**src/rtl/core/mac_detection_tracker_macros.svh**
```systemverilog
// assertion macros for the station address tracker
// used by rtl/core files that carry concurrent checks, no other dependencies
`ifndef MAC_DETECTION_TRACKER_MACROS_SVH
`define MAC_DETECTION_TRACKER_MACROS_SVH
`ifndef NO_ASSERTIONS
// property checked on every rising edge outside reset
`define MDT_ASSERT(label, clk, rst, prop) \
   label: assert property (@(posedge clk) disable iff (rst) prop) \
      else $error("mdt assertion failed");
// consequent checked in the cycle after the antecedent
`define MDT_ASSERT_NEXT(label, clk, rst, ante, cons) \
   label: assert property (@(posedge clk) disable iff (rst) (ante) |=> (cons)) \
      else $error("mdt assertion failed");
`else
`define MDT_ASSERT(label, clk, rst, prop)
`define MDT_ASSERT_NEXT(label, clk, rst, ante, cons)
`endif
`endif

```
**src/rtl/core/mdt_pkg.sv**
```systemverilog
// shared types and constants of the station address tracker
// no dependencies; imported by every module in rtl/core
`default_nettype none

package mdt_pkg;

   localparam int ADDR_W  = 48;
   localparam int LEVEL_W = 8;
   localparam int CHAN_W  = 4;
   localparam int TIME_W  = 32;
   localparam int HIT_W   = 16;
   localparam int TOTAL_W = 32;
   localparam int OUT_W   = 5;

   // request tdata layout, lowest bit first
   localparam int REQ_ADDR_LSB  = 0;
   localparam int REQ_LEVEL_LSB = REQ_ADDR_LSB + ADDR_W;
   localparam int REQ_CHAN_LSB  = REQ_LEVEL_LSB + LEVEL_W;
   localparam int REQ_NOW_LSB   = REQ_CHAN_LSB + CHAN_W;
   localparam int REQ_FIELDS_W  = REQ_NOW_LSB + TIME_W;
   localparam int REQ_DATA_W    = ((REQ_FIELDS_W + 7) / 8) * 8;

   localparam logic [HIT_W-1:0]  HIT_MAX     = 16'd65535;
   localparam logic [TIME_W-1:0] STALE_RESET = 32'd30000;
   localparam logic [TIME_W-1:0] TIME_MAX    = 32'hFFFF_FFFF;

   localparam logic MODE_OBSERVE = 1'b0;
   localparam logic MODE_QUERY   = 1'b1;

   typedef struct packed {
      logic [ADDR_W-1:0]        addr;
      logic signed [LEVEL_W-1:0] level;
      logic [CHAN_W-1:0]        channel;
      logic [HIT_W-1:0]         hits;
      logic [TIME_W-1:0]        seen;
   } entry_type;

   // result of the shared compare unit for one entry
   typedef struct packed {
      logic hit;
      logic free;
      logic older;
      logic active;
   } scan_flags_type;

   // response tdata, first field in the highest bits
   typedef struct packed {
      logic [3:0]         pad;
      logic [OUT_W-1:0]   active_entries;
      logic [TOTAL_W-1:0] all_hits;
      logic [HIT_W-1:0]   entry_hits;
      logic               was_dropped;
      logic               was_known;
      logic [OUT_W-1:0]   entry_index;
   } rsp_type;

   localparam int RSP_DATA_W = $bits(rsp_type);

endpackage

`default_nettype wire

```
**src/rtl/core/mdt_table.sv**
```systemverilog
// entry store of the station address tracker: one write and one registered read port
// depends on mdt_pkg for the entry layout
`default_nettype none

module mdt_table
   import mdt_pkg::*;
#(
   parameter int TABLE_ENTRIES = 20,
   parameter int IDX_W = 5
)
(
   input  wire logic             clock,
   input  wire logic             reset,
   input  wire logic             rd_en,
   input  wire logic [IDX_W-1:0] rd_addr,
   output      entry_type        rd_entry,
   output      logic             rd_valid,
   input  wire logic             wr_en,
   input  wire logic [IDX_W-1:0] wr_addr,
   input  wire entry_type        wr_entry
);

   entry_type mem [TABLE_ENTRIES];
   logic [TABLE_ENTRIES-1:0] valid_ff;
   entry_type rd_entry_ff;
   logic rd_valid_ff;

   always_ff @(posedge clock) begin
      if (wr_en) begin
         mem[wr_addr] <= wr_entry;
      end
      if (rd_en) begin
         rd_entry_ff <= mem[rd_addr];
         rd_valid_ff <= valid_ff[rd_addr];
      end
   end

   // valid bits cleared at once by reset, set when an entry is taken
   always_ff @(posedge clock) begin
      if (reset) begin
         valid_ff <= '0;
      end else if (wr_en) begin
         valid_ff[wr_addr] <= 1'b1;
      end
   end

   assign rd_entry = rd_entry_ff;
   assign rd_valid = rd_valid_ff;

endmodule

`default_nettype wire

```
**src/rtl/core/mdt_scan.sv**
```systemverilog
// shared compare unit: address match, age order and staleness of one entry
// depends on mdt_pkg
`default_nettype none

module mdt_scan
   import mdt_pkg::*;
(
   input  wire entry_type          entry,
   input  wire logic               entry_valid,
   input  wire logic [ADDR_W-1:0]  addr,
   input  wire logic [TIME_W-1:0]  now,
   input  wire logic [TIME_W-1:0]  stale_limit,
   input  wire logic [TIME_W-1:0]  best_time,
   output      scan_flags_type     flags
);

   logic [TIME_W-1:0] age;

   // wrap-safe age
   assign age = now - entry.seen;

   always_comb begin
      flags.hit    = entry_valid && (entry.addr == addr);
      flags.free   = !entry_valid;
      flags.older  = entry_valid && (entry.seen < best_time);
      flags.active = entry_valid && (age <= stale_limit);
   end

endmodule

`default_nettype wire

```
**src/rtl/core/mac_detection_tracker.sv**
```systemverilog
// top level of the station address tracker: sequencer, result register, csr
// depends on mdt_pkg, mdt_table, mdt_scan and mac_detection_tracker_macros.svh
//
// channel   dir  handshake               payload
// req       in   req_tvalid/req_tready    req_tdata (addr, level, channel, now), req_tuser (mode)
// rsp       out  rsp_tvalid/rsp_tready    rsp_tdata (index, known, dropped, hits, total, active)
// csr       in   csr_wr_en                csr_wr_data (stale limit in ms)
//
// after acceptance the scan step walks the store one entry per cycle through its registered
// read port and the one compare unit, and a finish step writes back and loads the reply;
// no new request is taken before the reply is loaded, and req_tready and rsp_tvalid rise
// together when the finish step ends
// reset clears the valid bits at once, so no clearing pass is needed
// req_tready is high only while idle; a finished reply waits in the output register
// and the sequencer holds in the finish step while that register is full and not taken
`default_nettype none
`include "mac_detection_tracker_macros.svh"

module mac_detection_tracker
   import mdt_pkg::*;
#(
   parameter int TABLE_ENTRIES = 20
)
(
   input  wire logic                  clock,
   input  wire logic                  reset,
   input  wire logic                  req_tvalid,
   output      logic                  req_tready,
   // [47:0] station_addr, [55:48] signal_level, [59:56] radio_channel,
   // [91:60] now_ms, [95:92] zero
   input  wire logic [REQ_DATA_W-1:0] req_tdata,
   // [0] mode
   input  wire logic                  req_tuser,
   output      logic                  rsp_tvalid,
   input  wire logic                  rsp_tready,
   // [4:0] entry_index, [5] was_known, [6] was_dropped, [22:7] entry_hits,
   // [54:23] all_hits, [59:55] active_entries, [63:60] zero
   output      logic [RSP_DATA_W-1:0] rsp_tdata,
   input  wire logic                  csr_wr_en,
   input  wire logic [TIME_W-1:0]     csr_wr_data
);

   localparam int IDX_W = (TABLE_ENTRIES > 1) ? $clog2(TABLE_ENTRIES) : 1;
   localparam int CNT_W = $clog2(TABLE_ENTRIES + 1);
   localparam logic [CNT_W-1:0] LAST_STEP = CNT_W'(TABLE_ENTRIES);

   typedef enum logic [1:0] {
      ST_IDLE,
      ST_SCAN,
      ST_FINISH
   } state_type;

   // control state
   state_type          state_ff, state_in;
   logic [CNT_W-1:0]   step_ff, step_in;
   logic               cmp_live_ff, cmp_live_in;
   logic               rsp_valid_ff, rsp_valid_in;
   logic [TIME_W-1:0]  stale_ff, stale_in;
   logic [TOTAL_W-1:0] total_ff, total_in;

   // request held for the whole walk
   logic                      mode_ff, mode_in;
   logic [ADDR_W-1:0]         addr_ff, addr_in;
   logic signed [LEVEL_W-1:0] level_ff, level_in;
   logic [CHAN_W-1:0]         chan_ff, chan_in;
   logic [TIME_W-1:0]         now_ff, now_in;

   // walk results
   logic [IDX_W-1:0]  cmp_idx_ff, cmp_idx_in;
   logic              match_found_ff, match_found_in;
   logic [IDX_W-1:0]  match_idx_ff, match_idx_in;
   logic [HIT_W-1:0]  match_hits_ff, match_hits_in;
   logic              free_found_ff, free_found_in;
   logic [IDX_W-1:0]  free_idx_ff, free_idx_in;
   logic              old_found_ff, old_found_in;
   logic [IDX_W-1:0]  old_idx_ff, old_idx_in;
   logic [TIME_W-1:0] old_time_ff, old_time_in;
   logic [CNT_W-1:0]  active_cnt_ff, active_cnt_in;

   rsp_type rsp_data_ff, rsp_data_in;

   // store and compare unit
   logic             rd_en;
   logic [IDX_W-1:0] rd_addr;
   entry_type        rd_entry;
   logic             rd_valid;
   logic             wr_en;
   logic [IDX_W-1:0] wr_addr;
   entry_type        wr_entry;
   scan_flags_type   flags;

   logic req_fire;

   assign req_tready = (state_ff == ST_IDLE);
   assign req_fire   = req_tvalid && req_tready;
   assign rsp_tvalid = rsp_valid_ff;
   assign rsp_tdata  = rsp_data_ff;
   assign rd_addr    = step_ff[IDX_W-1:0];

   mdt_table #(
      .TABLE_ENTRIES (TABLE_ENTRIES),
      .IDX_W         (IDX_W)
   ) u_table (
      .clock    (clock),
      .reset    (reset),
      .rd_en    (rd_en),
      .rd_addr  (rd_addr),
      .rd_entry (rd_entry),
      .rd_valid (rd_valid),
      .wr_en    (wr_en),
      .wr_addr  (wr_addr),
      .wr_entry (wr_entry)
   );

   mdt_scan u_scan (
      .entry       (rd_entry),
      .entry_valid (rd_valid),
      .addr        (addr_ff),
      .now         (now_ff),
      .stale_limit (stale_ff),
      .best_time   (old_time_ff),
      .flags       (flags)
   );

   always_comb begin
      logic [IDX_W-1:0] slot;
      logic             known;
      logic             drop;
      logic [HIT_W-1:0] new_hits;

      state_in       = state_ff;
      step_in        = step_ff;
      cmp_live_in    = 1'b0;
      rsp_valid_in   = rsp_valid_ff;
      stale_in       = stale_ff;
      total_in       = total_ff;
      mode_in        = mode_ff;
      addr_in        = addr_ff;
      level_in       = level_ff;
      chan_in        = chan_ff;
      now_in         = now_ff;
      cmp_idx_in     = cmp_idx_ff;
      match_found_in = match_found_ff;
      match_idx_in   = match_idx_ff;
      match_hits_in  = match_hits_ff;
      free_found_in  = free_found_ff;
      free_idx_in    = free_idx_ff;
      old_found_in   = old_found_ff;
      old_idx_in     = old_idx_ff;
      old_time_in    = old_time_ff;
      active_cnt_in  = active_cnt_ff;
      rsp_data_in    = rsp_data_ff;
      rd_en          = 1'b0;
      wr_en          = 1'b0;
      wr_addr        = '0;
      wr_entry       = '0;
      slot           = '0;
      known          = 1'b0;
      drop           = 1'b0;
      new_hits       = '0;

      if (csr_wr_en) begin
         stale_in = csr_wr_data;
      end

      // reply taken downstream frees the output register
      if (rsp_tready) begin
         rsp_valid_in = 1'b0;
      end

      unique case (state_ff)
         ST_IDLE: begin
            if (req_fire) begin
               mode_in        = req_tuser;
               addr_in        = req_tdata[REQ_ADDR_LSB +: ADDR_W];
               level_in       = req_tdata[REQ_LEVEL_LSB +: LEVEL_W];
               chan_in        = req_tdata[REQ_CHAN_LSB +: CHAN_W];
               now_in         = req_tdata[REQ_NOW_LSB +: TIME_W];
               step_in        = '0;
               match_found_in = 1'b0;
               free_found_in  = 1'b0;
               old_found_in   = 1'b0;
               old_time_in    = TIME_MAX;
               active_cnt_in  = '0;
               state_in       = ST_SCAN;
            end
         end

         ST_SCAN: begin
            // issue a read while entries remain, judge the one read last cycle
            rd_en       = (step_ff < LAST_STEP);
            cmp_live_in = rd_en;
            cmp_idx_in  = rd_addr;
            step_in     = step_ff + 1'b1;
            if (cmp_live_ff) begin
               if (flags.hit && !match_found_ff) begin
                  match_found_in = 1'b1;
                  match_idx_in   = cmp_idx_ff;
                  match_hits_in  = rd_entry.hits;
               end
               if (flags.free && !free_found_ff) begin
                  free_found_in = 1'b1;
                  free_idx_in   = cmp_idx_ff;
               end
               // strict compare keeps the lowest index on a tie
               if (flags.older) begin
                  old_found_in = 1'b1;
                  old_idx_in   = cmp_idx_ff;
                  old_time_in  = rd_entry.seen;
               end
               if (flags.active) begin
                  active_cnt_in = active_cnt_ff + 1'b1;
               end
            end
            if (step_ff == LAST_STEP) begin
               state_in = ST_FINISH;
            end
         end

         ST_FINISH: begin
            if (!rsp_valid_ff || rsp_tready) begin
               rsp_data_in = '0;
               if (mode_ff == MODE_QUERY) begin
                  rsp_data_in.all_hits       = total_ff;
                  rsp_data_in.active_entries = OUT_W'(active_cnt_ff);
               end else begin
                  if (match_found_ff) begin
                     slot     = match_idx_ff;
                     known    = 1'b1;
                     new_hits = (match_hits_ff == HIT_MAX) ? match_hits_ff
                                                           : match_hits_ff + 1'b1;
                  end else if (free_found_ff) begin
                     slot     = free_idx_ff;
                     new_hits = HIT_W'(1);
                  end else if (old_found_ff) begin
                     slot     = old_idx_ff;
                     new_hits = HIT_W'(1);
                  end else begin
                     drop = 1'b1;
                  end

                  if (drop) begin
                     rsp_data_in.was_dropped = 1'b1;
                     rsp_data_in.all_hits    = total_ff;
                  end else begin
                     wr_en            = 1'b1;
                     wr_addr          = slot;
                     wr_entry.addr    = addr_ff;
                     wr_entry.level   = level_ff;
                     wr_entry.channel = chan_ff;
                     wr_entry.hits    = new_hits;
                     wr_entry.seen    = now_ff;
                     total_in         = total_ff + 1'b1;
                     rsp_data_in.entry_index = OUT_W'(slot);
                     rsp_data_in.was_known   = known;
                     rsp_data_in.entry_hits  = new_hits;
                     rsp_data_in.all_hits    = total_ff + 1'b1;
                  end
               end
               rsp_valid_in = 1'b1;
               state_in     = ST_IDLE;
            end
         end

         default: begin
            state_in = ST_IDLE;
         end
      endcase
   end

   always_ff @(posedge clock) begin
      // payload, no reset needed
      mode_ff       <= mode_in;
      addr_ff       <= addr_in;
      level_ff      <= level_in;
      chan_ff       <= chan_in;
      now_ff        <= now_in;
      cmp_idx_ff    <= cmp_idx_in;
      match_idx_ff  <= match_idx_in;
      match_hits_ff <= match_hits_in;
      free_idx_ff   <= free_idx_in;
      old_idx_ff    <= old_idx_in;
      old_time_ff   <= old_time_in;
      rsp_data_ff   <= rsp_data_in;

      if (reset) begin
         state_ff       <= ST_IDLE;
         step_ff        <= '0;
         cmp_live_ff    <= 1'b0;
         rsp_valid_ff   <= 1'b0;
         stale_ff       <= STALE_RESET;
         total_ff       <= '0;
         match_found_ff <= 1'b0;
         free_found_ff  <= 1'b0;
         old_found_ff   <= 1'b0;
         active_cnt_ff  <= '0;
      end else begin
         state_ff       <= state_in;
         step_ff        <= step_in;
         cmp_live_ff    <= cmp_live_in;
         rsp_valid_ff   <= rsp_valid_in;
         stale_ff       <= stale_in;
         total_ff       <= total_in;
         match_found_ff <= match_found_in;
         free_found_ff  <= free_found_in;
         old_found_ff   <= old_found_in;
         active_cnt_ff  <= active_cnt_in;
      end
   end

   // no second request is taken straight after one is accepted
   `MDT_ASSERT_NEXT(a_busy_after_accept, clock, reset, req_tvalid && req_tready, !req_tready)
   // the active count never passes the table size
   `MDT_ASSERT(a_active_bounded, clock, reset, active_cnt_ff <= LAST_STEP)
   // a dropped request reports no entry
   `MDT_ASSERT(a_drop_is_clean, clock, reset,
      rsp_valid_ff && rsp_data_ff.was_dropped |-> !rsp_data_ff.was_known && rsp_data_ff.entry_hits == '0)
   // the total only moves in the finish step
   `MDT_ASSERT_NEXT(a_total_held_in_scan, clock, reset, state_ff == ST_SCAN, $stable(total_ff))

endmodule

`default_nettype wire
```
**config.mk**
```make
export PLATFORM = sky130hd
export DESIGN_NAME = mac_detection_tracker
export DESIGN_NICKNAME = d
export VERILOG_FILES = /design/src/rtl/core/mdt_pkg.sv /design/src/rtl/core/mdt_table.sv /design/src/rtl/core/mdt_scan.sv /design/src/rtl/core/mac_detection_tracker.sv
export VERILOG_INCLUDE_DIRS = /design/src /design/src/rtl/core
export SDC_FILE = /design/constraint.sdc
export NUM_CORES = 2
export LEC_CHECK = 0
export ABC_AREA = 1
export BUFFER_PORTS_ARGS = -buffer_cell sky130_fd_sc_hd__buf_2
export CORE_ASPECT_RATIO = 0.7
export CORE_MARGIN = 3
export CORE_UTILIZATION = 65
export CTS_BUF_LIST = sky130_fd_sc_hd__clkbuf_8
export CTS_CLUSTER_DIAMETER = 200
export CTS_CLUSTER_SIZE = 28
export DETAILED_ROUTE_END_ITERATION = 6
export PLACE_DENSITY = 0.85
export SKIP_LAST_GASP = 1
export SLEW_MARGIN = 20
export SYNTH_ARGS = -nofsm -noshare
export SYNTH_HDL_FRONTEND = slang
export SYNTH_SLANG_ARGS = --single-unit
```
**constraint.sdc**
```tcl
create_clock -name clock -period 9.05 [get_ports clock]
set_input_delay 0.4525 -clock clock [delete_from_list [all_inputs] [get_ports clock]]
set_output_delay 0.4525 -clock clock [all_outputs]
set_load 0.005 [all_outputs]
```
==> reports/qor_table.md <==
| Stage | Item | This run |
|:---|:---|:---|
| synthesis | Count of yosys warnings during synthesis | 0 |
| drt | Post-Route WL | 247000 um |
| sta | Slew @ Worst Pin | 1.21 ns |
| sta | Clock Skews | 0.0813 ns |
| synthesis | Synth top area cells | sky130_fd_sc_hd__edfxtp_1 71%, sky130_fd_sc_hd__o21ai_0 5.0%, sky130_fd_sc_hd__nor2_1 4.6% |
| clocking | CTS buffer count | 93 |
| die | Number of rows in the core area | 115 |
| global route | Total congestion overflow | 0 |
| global route | Wire length of the first global-routing pass | 362000 um |
| synthesis | Synthesized instance count | 7249 |
| sta | Hold slack final | 0.193 ns |
| hold path | HP Class | input port to flip-flop |
| pwr | Fraction of power consumed by the clock network | 0.230 |
| clocking | Buffers from clock root to sink, at most | 3 |
| synthesis | Library cell occupying the most area in the post-synthesis netlist | sky130_fd_sc_hd__edfxtp_1 |
| synthesis | Primary FF master, synth | sky130_fd_sc_hd__edfxtp_1 |
| synthesis | Sequential cell area fraction in the yosys report | 0.735 |
| drt | Iteration-0 DRC count of the detailed router | 10900 |
| cells and area | Post-synthesis to final-layout area growth | 5.54% |
| drt | Via count | 62100 |
| global route | Antenna violations before repair | 2 |
| pwr | Sequential cell fraction of total power | 0.689 |
| sta | Sum of negative setup slack | 0 ns |
| critical path | Launching element type of the critical path | flip-flop |
| cells and area | Fraction of layout instances using a drive strength above 1 | 0.0697 |
| die | Top Ports | 200 |
| critical path | Startpoint of the worst setup timing path | state_ff[1] |
| sta | Maximum clock frequency | 185 MHz |
| place | Placed wire-length estimate | 131000 um |
| synthesis | Post-synthesis instance area | 0.0936 mm2 |
| pwr | Leakage power | 36.6 nW |
| critical path | Worst Path Class, Setup | flip-flop to flip-flop |
| critical path | Critical path arrival | 5.91 ns |
| global route | Total routing usage reported by global routing | 0.326 |
| critical path | Critical Path End Type | flip-flop |
| clocking | Clock transition at the registers of the reported paths | 0.16 ns |
| pwr | Internal power contribution | 13.2 mW |
| die | Floorplan die height | 324 um |
| synthesis | Number of enable-type register cells in the synthesized netlist | 2226 |
| pwr | PD cells | 173 mW/mm2 |
| drt | Vias per inst | 6.76 |
| die | Initial Util | 0.661 |
| synthesis | Count of cell types in the netlist | 59 |
| run status | Outcome | complete, no violations |
| pwr | Switching power | 3.92 mW |
| drt | Detailed-router iteration count before antenna repair | 7 |
| sta | Max-slew violation total from the final report | 0 |
| clocking | Clock tree from TritonCTS | done |
| flow run | Max-cap violations | 0 |
| sta | Worst max-slew margin expressed relative to the limit | 0.194 |
| synthesis | Post-synthesis register bit count | 2327 |
| pwr | VDD IR max | 0.000155 V |
| sta | Setup Viol. Count Final | 0 |
| sta | Final Worst Setup Slack | 3.65 ns |
| clocking | Worst-skew pair later-pin latency | 0.92 ns |
| place | Final Wtd Congestion | 0.913 |
| sta | Final critical delay including setup and external delays | 5.40 ns |
| synthesis | Share of the synthesized area in the top cell type | 0.714 |
| sta | RSZ-0062 raised after global routing | false |
| drt | Number of nets with antenna violations after routing | 0 |
| synthesis | Post-Syn Area per Cell | 12.9 um2 |
| global route | Vias in the first global route | 58400 |
| cells and area | # nets final | 7515 |
| place | Post-DP Area | 0.0958 mm2 |
| clocking | Number of levels the H-tree was split into | 3 |
| clocking | Number of clock sinks seen by CTS | 2327 |
| drt | Total DRC errors in the routed layout | 0 |
| die | Die Outline Area | 0.149 mm2 |
| clocking | Clock Root Buffer | sky130_fd_sc_hd__clkbuf_8 |
| critical path | Reg-to-reg critical path startpoint | state_ff[1] |
| global route | Pin count of the biggest net entering global routing | 235 |
| drt | DR WL/cell | 26.9 um |
| pwr | Share of total power consumed by net switching | 0.229 |
| die | Chip width | 460 um |
| sta | Final hold viol count | 0 |
| sta | Final period util | 0.596 |
| critical path | Number of cells traversed by the worst register-to-register path | 9 |
| synthesis | Share of flip-flops with an asynchronous set or reset after synthesis | 0 |
| place | Number of buffer cells added on primary ports | 179 |
| place | Post-placement worst setup slack | 3.76 ns |
| critical path | Maximum fanout encountered on the critical timing path | 50 |
| cells and area | Final cell area excluding filler cells | 0.0988 mm2 |
| hold path | Worst hold path stage count | 3 |
| pwr | Combinational group share of total power | 0.080 |
| critical path | Required time of the critical path | 9.57 ns |
| hold path | Hold Path Origin | reset |
| die | Area of the core | 0.142 mm2 |
-- cells by family (layout without fill, tap and decap cells) --
family / Yosys count / after routing / share of synthesized area
flip-flops: 2327 / 2327 / 0.735
other: 1 / 10 / 0.0000400
AO/OA/AOI/OAI: 1903 / 1903 / 0.123
XOR/XNOR: 71 / 71 / 0.00664
AND/OR/NAND/NOR: 1997 / 1997 / 0.0853
adder cells (fa/ha/maj): 100 / 100 / 0.0134
buffers and inverters: 850 / 913 / 0.0361
-- path summary, 6_finish.rpt --
| kind | to | slack [ns] |
|---|---|---|
| worst max-delay path | u_table.mem[0][85] | 3.65 |
| worst min-delay path | u_table.valid_ff[3] | 0.19 |
| worst max register to register | u_table.mem[0][85] | 3.65 |
| worst min register to register | match_hits_ff[0] | 0.44 |
-- state kept, by name (all words and copies together), names as in the netlist, 16 cells and up --
register	count
u_table.valid_ff	20
u_table.rd_entry	96
now_ff	32
total_ff	32
rsp_tdata	60
addr_ff	48
u_table.mem	1920
match_hits_ff	16
old_time_ff	32
stale_ff	32
-- final cells by class --
| class | count | area [um2] |
|---|---|---|
| Multi-Input combinational cell | 4075 | 21600 |
| Sequential cell | 2327 | 68900 |
| Timing Repair Buffer | 378 | 2800 |
| Clock buffer | 97 | 1340 |
| Fill cell | 9000 | 42900 |
| Tap cell | 1872 | 2340 |
| Clock inverter | 32 | 160 |
| Inverter | 406 | 1650 |
| Antenna cell | 6 | 15.0 |
-- worst max-delay path, cell delays in order (launching register included) --
cell and delay (ns):
sky130_fd_sc_hd__dfxtp_1 0.42, sky130_fd_sc_hd__nand2_1 0.13, sky130_fd_sc_hd__nor2_4 0.72, sky130_fd_sc_hd__inv_2 0.61
sky130_fd_sc_hd__nor2_1 0.52, sky130_fd_sc_hd__nand2_4 0.50, sky130_fd_sc_hd__nor3_1 0.32, sky130_fd_sc_hd__nand2_1 0.14
sky130_fd_sc_hd__inv_6 0.65, sky130_fd_sc_hd__buf_4 0.96
-- cells in the final DEF (no fill, tap or decap), types with 68 or more instances in the layout --
| cell type | count |
|---|---|
| sky130_fd_sc_hd__nand2_1 | 620 |
| sky130_fd_sc_hd__clkbuf_8 | 97 |
| sky130_fd_sc_hd__ha_1 | 99 |
| sky130_fd_sc_hd__o22ai_1 | 272 |
| sky130_fd_sc_hd__dlygate4sd3_1 | 129 |
| sky130_fd_sc_hd__inv_1 | 401 |
| sky130_fd_sc_hd__o221ai_1 | 146 |
| sky130_fd_sc_hd__nor2_2 | 82 |
| sky130_fd_sc_hd__nand3_1 | 106 |
| sky130_fd_sc_hd__dfxtp_1 | 96 |
| sky130_fd_sc_hd__a221oi_1 | 68 |
| sky130_fd_sc_hd__buf_2 | 179 |
| sky130_fd_sc_hd__edfxtp_1 | 2226 |
| sky130_fd_sc_hd__a21oi_1 | 216 |
| sky130_fd_sc_hd__nor2_1 | 1056 |
| sky130_fd_sc_hd__o21ai_0 | 944 |
-- metrics by stage --
| stage | cells | total power, mW | util |
|---|---|---|---|
| after global routing | 9191 | 17.6 | 0.697 |
| after CTS | 9186 | 17.1 | 0.696 |
| after detailed placement | 8928 | 13.3 | 0.676 |
| after global placement | 8928 | 13.3 | 0.676 |
| final | 9193 | 17.1 | 0.697 |
| after floorplan | 7252 | 12.9 | - |
-- repair_timing --
action	4_1_cts	5_1_grt
resized for setup	0	0
setup buffers	0	0
hold buffers	129	0
endpoints found under the hold margin	115	0
-- cells in the mapped netlist (all sizes together), types with 64 or more instances --
cell	n
inv	404
o22ai	272
edfxtp	2226
a221oi	68
buf	119
o221ai	146
dfxtp	101
nand3	107
clkbuf	325
nand2	624
a2bb2oi	64
a32oi	64
a21oi	218
o21ai	951
nor2	1144
ha	99
-- power by group through the flow --
stage | logic, mW | clock network, mW | registers [mW]
final | 1.38 | 3.94 | 11.8
after CTS | 1.34 | 3.92 | 11.8
after detailed placement | 1.29 | 0 | 12.0
after floorplan | 0.951 | 0 | 12.0
after global routing | 1.51 | 4.29 | 11.8
after global placement | 1.23 | 0 | 12.0
-- layer usage --
metal / GRT usage / part of all wire / vias up
li1: - / - / 26600
met1: 0.463 / 0.36 / 29800
met2: 0.505 / 0.46 / 5006
met3: 0.0697 / 0.14 / 669
met4: 0.126 / 0.041 / 0
met5: 0 / 0 / -
(Power assumes the default switching activity.)
